### src/hdl/xorshift_ranged_random_assert.svh
// Assertion macros for the ranged xorshift generator.
// Each macro expects clk and rst_n in the scope where it is used.
`ifndef XORSHIFT_RANGED_RANDOM_ASSERT_SVH
`define XORSHIFT_RANGED_RANDOM_ASSERT_SVH

`ifndef SYNTHESIS
`define XRR_ASSERT(label, prop) \
    label: assert property (@(posedge clk) disable iff (!rst_n) (prop)) \
        else $error("xrr assertion failed");
`define XRR_ASSERT_IMPL(label, ante, cons) \
    label: assert property (@(posedge clk) disable iff (!rst_n) (ante) |-> (cons)) \
        else $error("xrr implication failed");
`else
`define XRR_ASSERT(label, prop)
`define XRR_ASSERT_IMPL(label, ante, cons)
`endif

`endif

### src/hdl/xrr_pkg.sv
`timescale 1ns / 1ps

package xrr_pkg;

    typedef struct packed {
        logic               operation;
        logic signed [31:0] lower_bound;
        logic signed [31:0] upper_bound;
    } in_item_t;

    typedef struct packed {
        logic signed [31:0] value;
        logic               empty_range;
    } out_item_t;

    localparam logic [31:0] WORD_Y_INIT = 32'd842502087;
    localparam logic [31:0] WORD_Z_INIT = 32'd3579807591;
    localparam logic [31:0] WORD_W_INIT = 32'd273326509;
    localparam logic [30:0] DRAW_REJECT = 31'h7FFF_FFFF;

    // Dividend of the ranged draw is the 31-bit draw shifted right by two.
    localparam int DIVIDEND_W = 29;
    localparam int DIVISOR_W  = 32;
    localparam int STEP_W     = 5;

endpackage

### src/hdl/xrr_gen.sv
`timescale 1ns / 1ps

module xrr_gen (
    input  logic        clk,
    input  logic        rst_n,
    input  logic        seed_load,
    input  logic [31:0] seed,
    input  logic        advance,
    output logic [30:0] draw_next
);
    import xrr_pkg::*;

    logic [31:0] x_reg, y_reg, z_reg, w_reg;
    logic [31:0] t_mix;
    logic [31:0] w_next;

    always_comb
    begin
        t_mix     = x_reg ^ (x_reg << 11);
        w_next    = (w_reg ^ (w_reg >> 19)) ^ (t_mix ^ (t_mix >> 8));
        draw_next = w_next[30:0];
    end

    always_ff @(posedge clk or negedge rst_n)
    begin
        if (!rst_n)
        begin
            x_reg <= '0;
            y_reg <= WORD_Y_INIT;
            z_reg <= WORD_Z_INIT;
            w_reg <= WORD_W_INIT;
        end
        else if (seed_load)
        begin
            x_reg <= seed;
            y_reg <= WORD_Y_INIT;
            z_reg <= WORD_Z_INIT;
            w_reg <= WORD_W_INIT;
        end
        else if (advance)
        begin
            x_reg <= y_reg;
            y_reg <= z_reg;
            z_reg <= w_reg;
            w_reg <= w_next;
        end
    end

endmodule

### src/hdl/xrr_div.sv
`timescale 1ns / 1ps

module xrr_div (
    input  logic                          clk,
    input  logic                          rst_n,
    input  logic                          start,
    input  logic [xrr_pkg::DIVIDEND_W-1:0] dividend,
    input  logic [xrr_pkg::DIVISOR_W-1:0]  divisor,
    output logic                          busy,
    output logic                          done,
    output logic [xrr_pkg::DIVISOR_W-1:0]  remainder
);
    import xrr_pkg::*;

    logic                  busy_reg;
    logic                  done_reg;
    logic [STEP_W-1:0]     count_reg;
    logic [DIVIDEND_W-1:0] quot_reg;
    logic [DIVISOR_W-1:0]  rem_reg;
    logic [DIVISOR_W-1:0]  divisor_reg;

    logic [DIVISOR_W:0]    trial;
    logic [DIVISOR_W+1:0]  diff;
    logic [DIVISOR_W-1:0]  rem_next;

    // Restoring step: bring in one dividend bit, subtract if it fits.
    always_comb
    begin
        trial    = {rem_reg, quot_reg[DIVIDEND_W-1]};
        diff     = {1'b0, trial} - {2'b00, divisor_reg};
        rem_next = diff[DIVISOR_W+1] ? trial[DIVISOR_W-1:0] : diff[DIVISOR_W-1:0];
    end

    always_ff @(posedge clk or negedge rst_n)
    begin
        if (!rst_n)
        begin
            busy_reg  <= 1'b0;
            done_reg  <= 1'b0;
            count_reg <= '0;
        end
        else
        begin
            done_reg <= 1'b0;
            if (start)
            begin
                busy_reg  <= 1'b1;
                count_reg <= STEP_W'(DIVIDEND_W - 1);
            end
            else if (busy_reg)
            begin
                count_reg <= count_reg - STEP_W'(1);
                if (count_reg == '0)
                begin
                    busy_reg <= 1'b0;
                    done_reg <= 1'b1;
                end
            end
        end
    end

    always_ff @(posedge clk)
    begin
        if (start)
        begin
            quot_reg    <= dividend;
            rem_reg     <= '0;
            divisor_reg <= divisor;
        end
        else if (busy_reg)
        begin
            quot_reg <= {quot_reg[DIVIDEND_W-2:0], 1'b0};
            rem_reg  <= rem_next;
        end
    end

    assign busy      = busy_reg;
    assign done      = done_reg;
    assign remainder = rem_reg;

endmodule

### src/hdl/xorshift_ranged_random.sv
`timescale 1ns / 1ps

// Ranged xorshift128 random number source.
// Input channel (in_valid / in_stall / in_data): one request per transaction,
// operation 0 asks for a raw 31-bit draw, operation 1 for a draw in
// [lower_bound, upper_bound); reversed bounds are swapped, equal bounds give
// lower_bound with empty_range set.
// Output channel (out_valid / out_stall / out_data): one result per request.
// Seed port: pulse seed_wr_en with seed_wr_data while no request is in flight;
// the write reloads all four generator words.
// Flow: a raw draw or an empty range goes from acceptance through the draw and
// done states to out_valid; a ranged draw also passes the 29-step restoring
// modulo unit (one quotient bit per cycle). Each rejected all-ones draw makes
// the block draw again. The block holds in_stall high from acceptance until
// its result is in the output register, taking no new request before that.
// Reset: generator words return to their seed-zero values, nothing is pending.
// Receiver stall: the result waits in the output register; the block takes
// the next request meanwhile and holds its new result until the register frees.
module xorshift_ranged_random (
    input  logic              clk,
    input  logic              rst_n,
    input  logic              in_valid,
    output logic              in_stall,
    input  xrr_pkg::in_item_t  in_data,
    output logic              out_valid,
    input  logic              out_stall,
    output xrr_pkg::out_item_t out_data,
    input  logic              seed_wr_en,
    input  logic [31:0]       seed_wr_data
);
    import xrr_pkg::*;

    localparam logic [1:0] S_IDLE = 2'd0;
    localparam logic [1:0] S_DRAW = 2'd1;
    localparam logic [1:0] S_DIV  = 2'd2;
    localparam logic [1:0] S_DONE = 2'd3;

    logic [1:0]  state_reg, state_next;

    // Request held for the transaction in flight.
    logic        op_reg;
    logic        empty_reg;
    logic [31:0] lo_reg;
    logic [31:0] range_reg;
    logic [31:0] result_reg;

    logic        out_valid_reg;
    out_item_t   out_data_reg;

    logic        accept;
    logic        gen_advance;
    logic [30:0] draw_next;
    logic        draw_ok;
    logic        div_start;
    logic        div_busy;
    logic        div_done;
    logic [31:0] div_rem;
    logic        out_free;

    logic signed [31:0] lo_sel, hi_sel;
    logic [32:0]        range_wide;

    xrr_gen u_gen (
        .clk       (clk),
        .rst_n     (rst_n),
        .seed_load (seed_wr_en),
        .seed      (seed_wr_data),
        .advance   (gen_advance),
        .draw_next (draw_next)
    );

    xrr_div u_div (
        .clk       (clk),
        .rst_n     (rst_n),
        .start     (div_start),
        .dividend  (draw_next[30:2]),
        .divisor   (range_reg),
        .busy      (div_busy),
        .done      (div_done),
        .remainder (div_rem)
    );

    // Order the bounds and take their difference one bit wider so it never wraps.
    always_comb
    begin
        if (in_data.lower_bound > in_data.upper_bound)
        begin
            lo_sel = in_data.upper_bound;
            hi_sel = in_data.lower_bound;
        end
        else
        begin
            lo_sel = in_data.lower_bound;
            hi_sel = in_data.upper_bound;
        end
        range_wide = {hi_sel[31], hi_sel} - {lo_sel[31], lo_sel};
    end

    assign in_stall    = (state_reg != S_IDLE);
    assign accept      = in_valid && !in_stall;
    assign gen_advance = (state_reg == S_DRAW);
    assign draw_ok     = (draw_next != DRAW_REJECT);
    assign div_start   = gen_advance && draw_ok && op_reg && !empty_reg;
    assign out_free    = !out_valid_reg || !out_stall;

    // Sequencer: draw until a non-reject value, divide a non-empty range, deliver.
    always_comb
    begin
        state_next = state_reg;
        unique case (state_reg)
            S_IDLE:
            begin
                if (accept)
                    state_next = S_DRAW;
            end
            S_DRAW:
            begin
                if (draw_ok)
                    state_next = div_start ? S_DIV : S_DONE;
            end
            S_DIV:
            begin
                if (div_done)
                    state_next = S_DONE;
            end
            S_DONE:
            begin
                if (out_free)
                    state_next = S_IDLE;
            end
            default:
                state_next = S_IDLE;
        endcase
    end

    always_ff @(posedge clk or negedge rst_n)
    begin
        if (!rst_n)
        begin
            state_reg     <= S_IDLE;
            out_valid_reg <= 1'b0;
        end
        else
        begin
            state_reg <= state_next;
            // Drop the result once taken; load the next one when the slot is free.
            if (state_reg == S_DONE && out_free)
                out_valid_reg <= 1'b1;
            else if (!out_stall)
                out_valid_reg <= 1'b0;
        end
    end

    // Payload registers: capture the request, then the result.
    always_ff @(posedge clk)
    begin
        if (accept)
        begin
            op_reg    <= in_data.operation;
            empty_reg <= in_data.operation && (range_wide == '0);
            lo_reg    <= lo_sel;
            range_reg <= range_wide[31:0];
        end
        if (state_reg == S_DRAW && draw_ok)
        begin
            if (!op_reg)
                result_reg <= {1'b0, draw_next};
            else
                result_reg <= lo_reg;
        end
        if (state_reg == S_DIV && div_done)
            result_reg <= lo_reg + div_rem;
        if (state_reg == S_DONE && out_free)
        begin
            out_data_reg.value       <= result_reg;
            out_data_reg.empty_range <= empty_reg;
        end
    end

    assign out_valid = out_valid_reg;
    assign out_data  = out_data_reg;

`include "xorshift_ranged_random_assert.svh"

    `XRR_ASSERT(a_accept_starts_draw, accept |=> (state_reg == S_DRAW))
    `XRR_ASSERT_IMPL(a_div_only_in_div, div_busy, state_reg == S_DIV)
    `XRR_ASSERT(a_done_delivers, (state_reg == S_DONE && out_free) |=> out_valid)

endmodule

### config.mk
export PLATFORM = sky130hd
export DESIGN_NAME = xorshift_ranged_random
export DESIGN_NICKNAME = d
export VERILOG_FILES = /design/src/hdl/xrr_pkg.sv /design/src/hdl/xrr_gen.sv /design/src/hdl/xrr_div.sv /design/src/hdl/xorshift_ranged_random.sv
export VERILOG_INCLUDE_DIRS = /design/src /design/src/hdl
export SDC_FILE = /design/constraint.sdc
export NUM_CORES = 1
export LEC_CHECK = 0
export BUFFER_PORTS_ARGS = -buffer_cell sky130_fd_sc_hd__buf_2
export CORE_MARGIN = 10
export CORE_UTILIZATION = 62
export DETAILED_ROUTE_END_ITERATION = 10
export GPL_TIMING_DRIVEN = 1
export PLACE_DENSITY = 0.9
export SYNTH_ARGS = -nofsm -noshare
export SYNTH_HDL_FRONTEND = slang
export SYNTH_SLANG_ARGS = --single-unit
### constraint.sdc
create_clock -name clk -period 5.2 [get_ports clk]
set_input_delay 0.26 -clock clk [delete_from_list [all_inputs] [get_ports clk]]
set_output_delay 0.26 -clock clk [all_outputs]
set_load 0.02 [all_outputs]
## After elaboration in Yosys (flattened, before gate mapping)

Index checks and enable logic that the tools add are counted.

- $add $sub $neg: 4
- Magnitude comparators: 1
- Equality and inequality tests: 9
- Mux-type cells: 32
- Bitwise gates (word level): 4
- Reductions and logical operators: 20

Operators with widths:

| operator | count |
|---|---|
| 32-bit 2-to-1 mux | 14 |
| 32-bit XOR | 2 |
| 29-bit 2-to-1 mux | 2 |
| 33-bit by 32-bit subtractor with 34-bit output | 1 |
| 33-bit logical NOT | 1 |
| 32-bit by 32-bit subtractor with 33-bit output | 1 |
| 32-bit adder | 1 |
| 32-bit greater-than comparator | 1 |
| 32-bit by 13-bit XOR with 32-bit output | 1 |
| 32-bit by 24-bit XOR with 32-bit output | 1 |
| 31-bit != test (second input constant) | 1 |
| 5-bit 2-to-1 mux | 2 |
| 1-bit 2-to-1 mux | 9 |
| 2-bit 2-to-1 mux | 4 |
| 2-bit case mux with 4 select lines | 1 |
| 2-bit nonzero test | 4 |
| 1-bit logical AND | 7 |
| 2-bit by 1-bit != test with 1-bit output (second input constant) | 3 |
| 5-bit logical NOT | 1 |
| 5-bit by 1-bit subtractor with 5-bit output (second input constant) | 1 |
| 2-bit equality test (second input constant) | 2 |
| 1-bit logical NOT | 4 |
| 2-bit != test (second input constant) | 2 |
| 4-bit AND reduction | 1 |
| other kinds (3) | 3 |

- Register bits: 362
- Input bits: 102
- Output and inout bits: 35
- Logic and storage cells: 89

## Depth between registers and ports, before layout

- Depth in word-level cells: 10
- Gate-level depth with buffers: 23
- Depth with buffers taken out: 20

## Cells and area by module

Synthesis repeated with hierarchy kept, for this count alone.

- Cell total of the unflattened synthesis: 2087
- Area, all modules: 21627.0 µm²

Modules (own cells, without submodules):

| module | times used | cells an instance | area an instance (µm²) | seq. area each (µm²) |
|---|---|---|---|---|
| xorshift_ranged_random | 1 | 974 | 9710.6 | 4008.8 |
| xrr_gen | 1 | 587 | 6389.9 | 3265.6 |
| xrr_div | 1 | 526 | 5526.6 | 2647.5 |

## Least setup slack after synthesis

No wires, ideal clock.

- Path kind: input port to flip-flop
- Start point: in in_data[17] in the netlist's numbering
- End point: reg empty_reg, data pin
- Setup time: 0.170 ns
- Arrival time: 5.101 ns
- Required time: 5.030 ns
- Path slack: -0.070 ns
- Cell stages on the path: 21
- Buffers on the path: 2
- Path through: inv_1 > ha_1 > a21o_1 > a221o_1 > or4_1 > a2111oi_2 > a211oi_4 > buf_6 > buf_12 > mux2i_1 > a222oi_1 > o211ai_1 > a211oi_2 > and4b_1 > or3_4 > a221o_1 > xor2_1 > or4_1 > nor2_1 > o211ai_1 > nor4_2

- Word-level cells in the longest chain between the ends: 5
- Elaborated cells between the ends (all ways): 6
- Those cells by class: 1 x add/sub; 1 x order compare; 2 x mux; 2 x reduce/logical

Ends and longest elaborated chain:

| item | line | RTL |
|---|---|---|
| start, declared | xorshift_ranged_random.sv:24 | `input xrr_pkg::in_item_t in_data,` |
| 32-bit greater-than comparator | xorshift_ranged_random.sv:86 | `if (in_data.lower_bound > in_data.upper_bound)` |
| 32-bit 2-to-1 mux | xorshift_ranged_random.sv:86 |  |
| 32-bit by 32-bit subtractor with 33-bit output * | xorshift_ranged_random.sv:96 | `range_wide = {hi_sel[31], hi_sel} - {lo_sel[31], lo_sel};` |
| via range_wide[25] | xorshift_ranged_random.sv:61 | `logic [32:0] range_wide;` |
| 33-bit logical NOT * | xorshift_ranged_random.sv:160 | `empty_reg <= in_data.operation && (range_wide == '0);` |
| 1-bit logical AND * | xorshift_ranged_random.sv:160 |  |
| end signal, assigned | xorshift_ranged_random.sv:160 |  |
| end, declared | xorshift_ranged_random.sv:42 | `logic empty_reg;` |

The timed path passes the listed nets; every way through them passes the cells marked *.
A chain may end at the register's enable or synchronous reset.

## Final worst setup path

- Start point: in in_data[10] in the netlist's numbering
- End point: reg empty_reg, data pin

- Word-level cells in the longest chain between the ends: 5
- Elaborated cells between the ends (all ways): 6
- Those cells by class: 1 x add/sub; 1 x order compare; 2 x mux; 2 x reduce/logical

Ends and longest elaborated chain:

| item | line |
|---|---|
| 32-bit greater-than comparator * | xorshift_ranged_random.sv:86 |
| 32-bit 2-to-1 mux | xorshift_ranged_random.sv:86 |
| 32-bit by 32-bit subtractor with 33-bit output * | xorshift_ranged_random.sv:96 |
| via range_wide[1] | xorshift_ranged_random.sv:61 |
| 33-bit logical NOT * | xorshift_ranged_random.sv:160 |
| 1-bit logical AND * | xorshift_ranged_random.sv:160 |

Marked as above.

==> run_results.csv <==
group,metric,value,unit
drt,ant_nets,0,
drt,avgRoutedWirePerCell,19.9,microns
layout,fin_util,75.8,%
synthesis,syn-cell-area,20600,sq um
drt,drt-vias-per-instance,6.00,
timing,timing.final.crit_share,100,%
synthesis,synth_seq_cells,362,
drt,post-route-drc-count,0,
timing,min_period,5.21,ns
clock_tree,cts.sinks,362,
setup_path,critPathKind,"in2reg",
die,die_h,202,microns
setup_path,worstPathArrival,5.56,ns
placement,gp_congestion,0.935,
synthesis,syn_area_per_cell,10.2,sq um
setup_path,path_cells,"buf_2 > inv_1 > ha_1 > and3_1 > or3b_4 > buf_4 > nor2_1 > o41ai_1 > a211oi_4 > buf_4 > buf_4 > mux2i_2 > buf_4 > xor2_1 > nor2_1 > o21ai_0 > or4_1 > nor4b_2 > nand4bb_1 > or4_1 > or4_4 > nor4_4 > o211ai_1 > nor4_2",
placement,port-buffer-count,136,
timing,fin_setup_tns,-0.0127,ns
pwr,ir_drop,0.316,mV
die,rows,66,
pwr,pwr_density_cell,625,nW/um^2
clock_tree,cts_made_buffers,37,
layout,design_area,24800,sq um
timing,worst_pin_slew,1.13,ns
synthesis,synthFlopType,"edfxtp_1",
global_routing,grtUsageTotal,26.5,%
timing,holdWs,0.0362,ns
synthesis,netlist-cell-type-count,79,
run_status,outcome,"finished, violations left",
placement,placed_area,23100,sq um
setup_path,slowest_delay,0.64,ns
setup_path,r2r_end,"result_reg[31]$_DFFE_PP_",
setup_path,endpoint_kind,"flip-flop",
setup_path,start_kind,"input port",
setup_path,cp_data_required_time,5.54,ns
global_routing,grt_max_degree,107,
run_status,failed_checks,"setup timing",
timing,hold_viol,0,
hold_path,min_from,"out_stall",
die,initial_utilization,63.1,%
run,drv_cap,0,
setup_path,cp_max_fo,5,
global_routing,grt_pass1_vias,16713,
timing,max_freq,0.192,GHz
synthesis,synthesis.instances,2016,
timing,timing.final.ws_setup,-0.0127,ns
die,ioPinCount,137,
timing,slew_headroom,24.8,%
synthesis,synth_edf_count,192,
timing,finalSetupViolations,1,
drt,drt_iter0_drc,1887,
clock_tree,clk_latency,0.55,ns
setup_path,critPathSlowestCell,"o41ai_1",
hold_path,min_delay_path_depth,2,
die,die_width,202,microns
timing,rsz0062_at_grt,"yes",
die,die_area,41000,sq um
hold_path,min_to,"out_valid$_DFFE_PN0P_",
layout,final_nets,2548,
synthesis,synth_seq_area_share,48.1,%
drt,routed_wl,56200,microns
clock_tree,cts_tree,"done",
setup_path,path_common_cell,"buf_4",
layout,area_growth,20.0,%
timing,final_max_slew_viol_count,0,
global_routing,antenna_found_initial,5,
layout,largest_reg_flops,33,
clock_tree,clockBufferDepth,3,
clock_tree,clkSlewWorstSetupHoldPaths,0.06,ns
layout,layout-drive-gt1-share,21.8,%
hold_path,hold_path_class,"in2reg",
global_routing,grt_pass1_wl,88800,microns
setup_path,r2r_slack,0.31,ns
pwr,leakagePower,10.8,nW
clock_tree,htree_levels,2,
synthesis,async_reset_ff_share,38.1,%
die,core_area,32700,sq um
synthesis,synth_nets,2222,
synthesis,ys_warn_count,0,
setup_path,r2r-start,"lo_reg[1]$_DFFE_PP_",
drt,vias,16909,
setup_path,reg2reg_depth,18,
timing,finalClockSkew,0.0378,ns
global_routing,grt-ovfl-total,0,
clock_tree,cts_root_buf,"clkbuf_16",
placement,dpl.hpwl,39100,microns
layout,fillCellCount,2026,
drt,firstDrtPassIters,6,
-- cell usage after synthesis, types with 8 or more instances --
| cell | instances | share of area [%] |
|---|---|---|
| nand4_1 | 8 | 0.24 |
| o21bai_1 | 12 | 0.44 |
| xnor2_1 | 122 | 5.2 |
| a21oi_1 | 110 | 2.7 |
| dfrtp_1 | 88 | 11 |
| and3_1 | 21 | 0.64 |
| nor3_1 | 27 | 0.65 |
| xor2_1 | 53 | 2.2 |
| mux2_2 | 33 | 1.8 |
| buf_1 | 11 | 0.20 |
| inv_1 | 104 | 1.9 |
| nor4_1 | 10 | 0.30 |
| a31oi_1 | 10 | 0.30 |
| or3_1 | 13 | 0.39 |
| o31ai_1 | 9 | 0.33 |
| and2_1 | 25 | 0.76 |
| nor2_1 | 127 | 2.3 |
| nand2_1 | 214 | 3.9 |
| a21o_1 | 18 | 0.65 |
| clkbuf_1 | 69 | 1.3 |
| nand2b_1 | 28 | 0.85 |
| o21ai_0 | 190 | 4.6 |
| dfxtp_1 | 32 | 3.1 |
| ha_1 | 102 | 6.2 |
| edfxtp_1 | 192 | 28 |
| nand3_1 | 23 | 0.56 |
| a211oi_1 | 18 | 0.65 |
| a211o_1 | 49 | 2.1 |
| mux2i_1 | 102 | 4.9 |
| dfstp_2 | 50 | 6.4 |
| nor2b_1 | 39 | 1.2 |
| a21boi_0 | 8 | 0.29 |
-- cell type report --
type | count | area [sq um] | share of cell area (%)
multi-input cells | 1463 | 10100 | 40.8
flip-flops and latches | 362 | 9920 | 40.0
repair buffers | 373 | 2570 | 10.4
clock buffers | 46 | 991 | 4.00
well taps | 442 | 553 | 2.23
inverters | 105 | 394 | 1.59
clock inverters | 21 | 234 | 0.944
diodes | 4 | 10.0 | 0.0404
-- worst max-delay path: cells and delay by family --
family                     cells  cell delay [ns]
adders and majority gates      1             0.31
buffers and inverters          6             0.76
xor gates and xnor gates       1             0.14
AOI/OAI and AO/OA              4             1.02
muxes                          1             0.15
and+or+nand+nor               11             2.89
-- logic make-up after synthesis --
group	share of synthesized area (%)
AOI/OAI and AO/OA	14.8
xor gates and xnor gates	7.43
adders and majority gates	6.38
buffers and inverters	3.66
DFF	48.1
muxes	6.75
and+or+nand+nor	13.0
-- where the power goes --
| group | leakage [nW] | switching [mW] | internal [mW] |
|---|---|---|---|
| Clock | 0.596 | 1.10 | 1.57 |
| Sequential | 3.73 | 0.733 | 4.40 |
| Combinational | 6.47 | 4.54 | 3.13 |
| Total | 10.8 | 6.38 | 9.11 |
-- layer usage --
layer / global-route usage, % / vias up / wire (microns)
met5: 0 / - / 12
met4: 10.8 / 2 / 2250
met3: 4.52 / 176 / 4670
met2: 43.5 / 844 / 26500
met1: 34.2 / 8035 / 22700
li1: - / 7852 / -
-- how the worst max path moves through the flow --
stage	slack, ns	startpoint	depth (start not counted)	endpoint
detailed placement	-0.63	in_data[10]	22	empty_reg$_DFFE_PP_
CTS	0.009	in_data[17]	21	empty_reg$_DFFE_PP_
finish	-0.01	in_data[10]	24	empty_reg$_DFFE_PP_
floorplan	0.02	in_data[17]	21	empty_reg$_DFFE_PP_
global route	-0.19	in_data[10]	23	empty_reg$_DFFE_PP_
global placement	-0.45	in_data[17]	22	empty_reg$_DFFE_PP_
-- metrics by stage --
step	cells	worst slack (ns)	power, mW
finish	2816	-0.0127	15.5
global route	2815	-0.192	16.3
CTS	2809	0.00872	15.1
detailed placement	2706	-0.630	12.3
global placement	2706	-0.452	11.9
floorplan	2016	0.0173	9.95
-- layout by cell type, fill, tap and decap left out, types with 10 or more instances in the layout --
| master | count |
|---|---|
| a31oi_1 | 10 |
| buf_2 | 134 |
| nor2_1 | 127 |
| dfrtp_1 | 88 |
| nand2b_1 | 28 |
| mux2_2 | 33 |
| xnor2_1 | 122 |
| a211oi_1 | 17 |
| or3_1 | 12 |
| a211o_1 | 49 |
| buf_4 | 203 |
| nor3_1 | 26 |
| a21oi_1 | 110 |
| and3_1 | 21 |
| inv_1 | 103 |
| o21bai_1 | 12 |
| nand3_1 | 23 |
| nor2b_1 | 39 |
| a21o_1 | 18 |
| clkbuf_16 | 38 |
| ha_1 | 101 |
| xor2_1 | 53 |
| and2_1 | 24 |
| nand2_1 | 213 |
| dlygate4sd3_1 | 34 |
| dfstp_2 | 50 |
| dfxtp_1 | 32 |
| edfxtp_1 | 192 |
| mux2i_1 | 99 |
| o21ai_0 | 188 |
-- repair_timing --
action	CTS	global route
setup endpoints to repair	1	7
hold endpoints to repair	81	0
hold buffers	34	0
resized for setup	3	17
buffers inserted	2	3
pin swaps	1	4
Power figures use the tool's default switching activity.
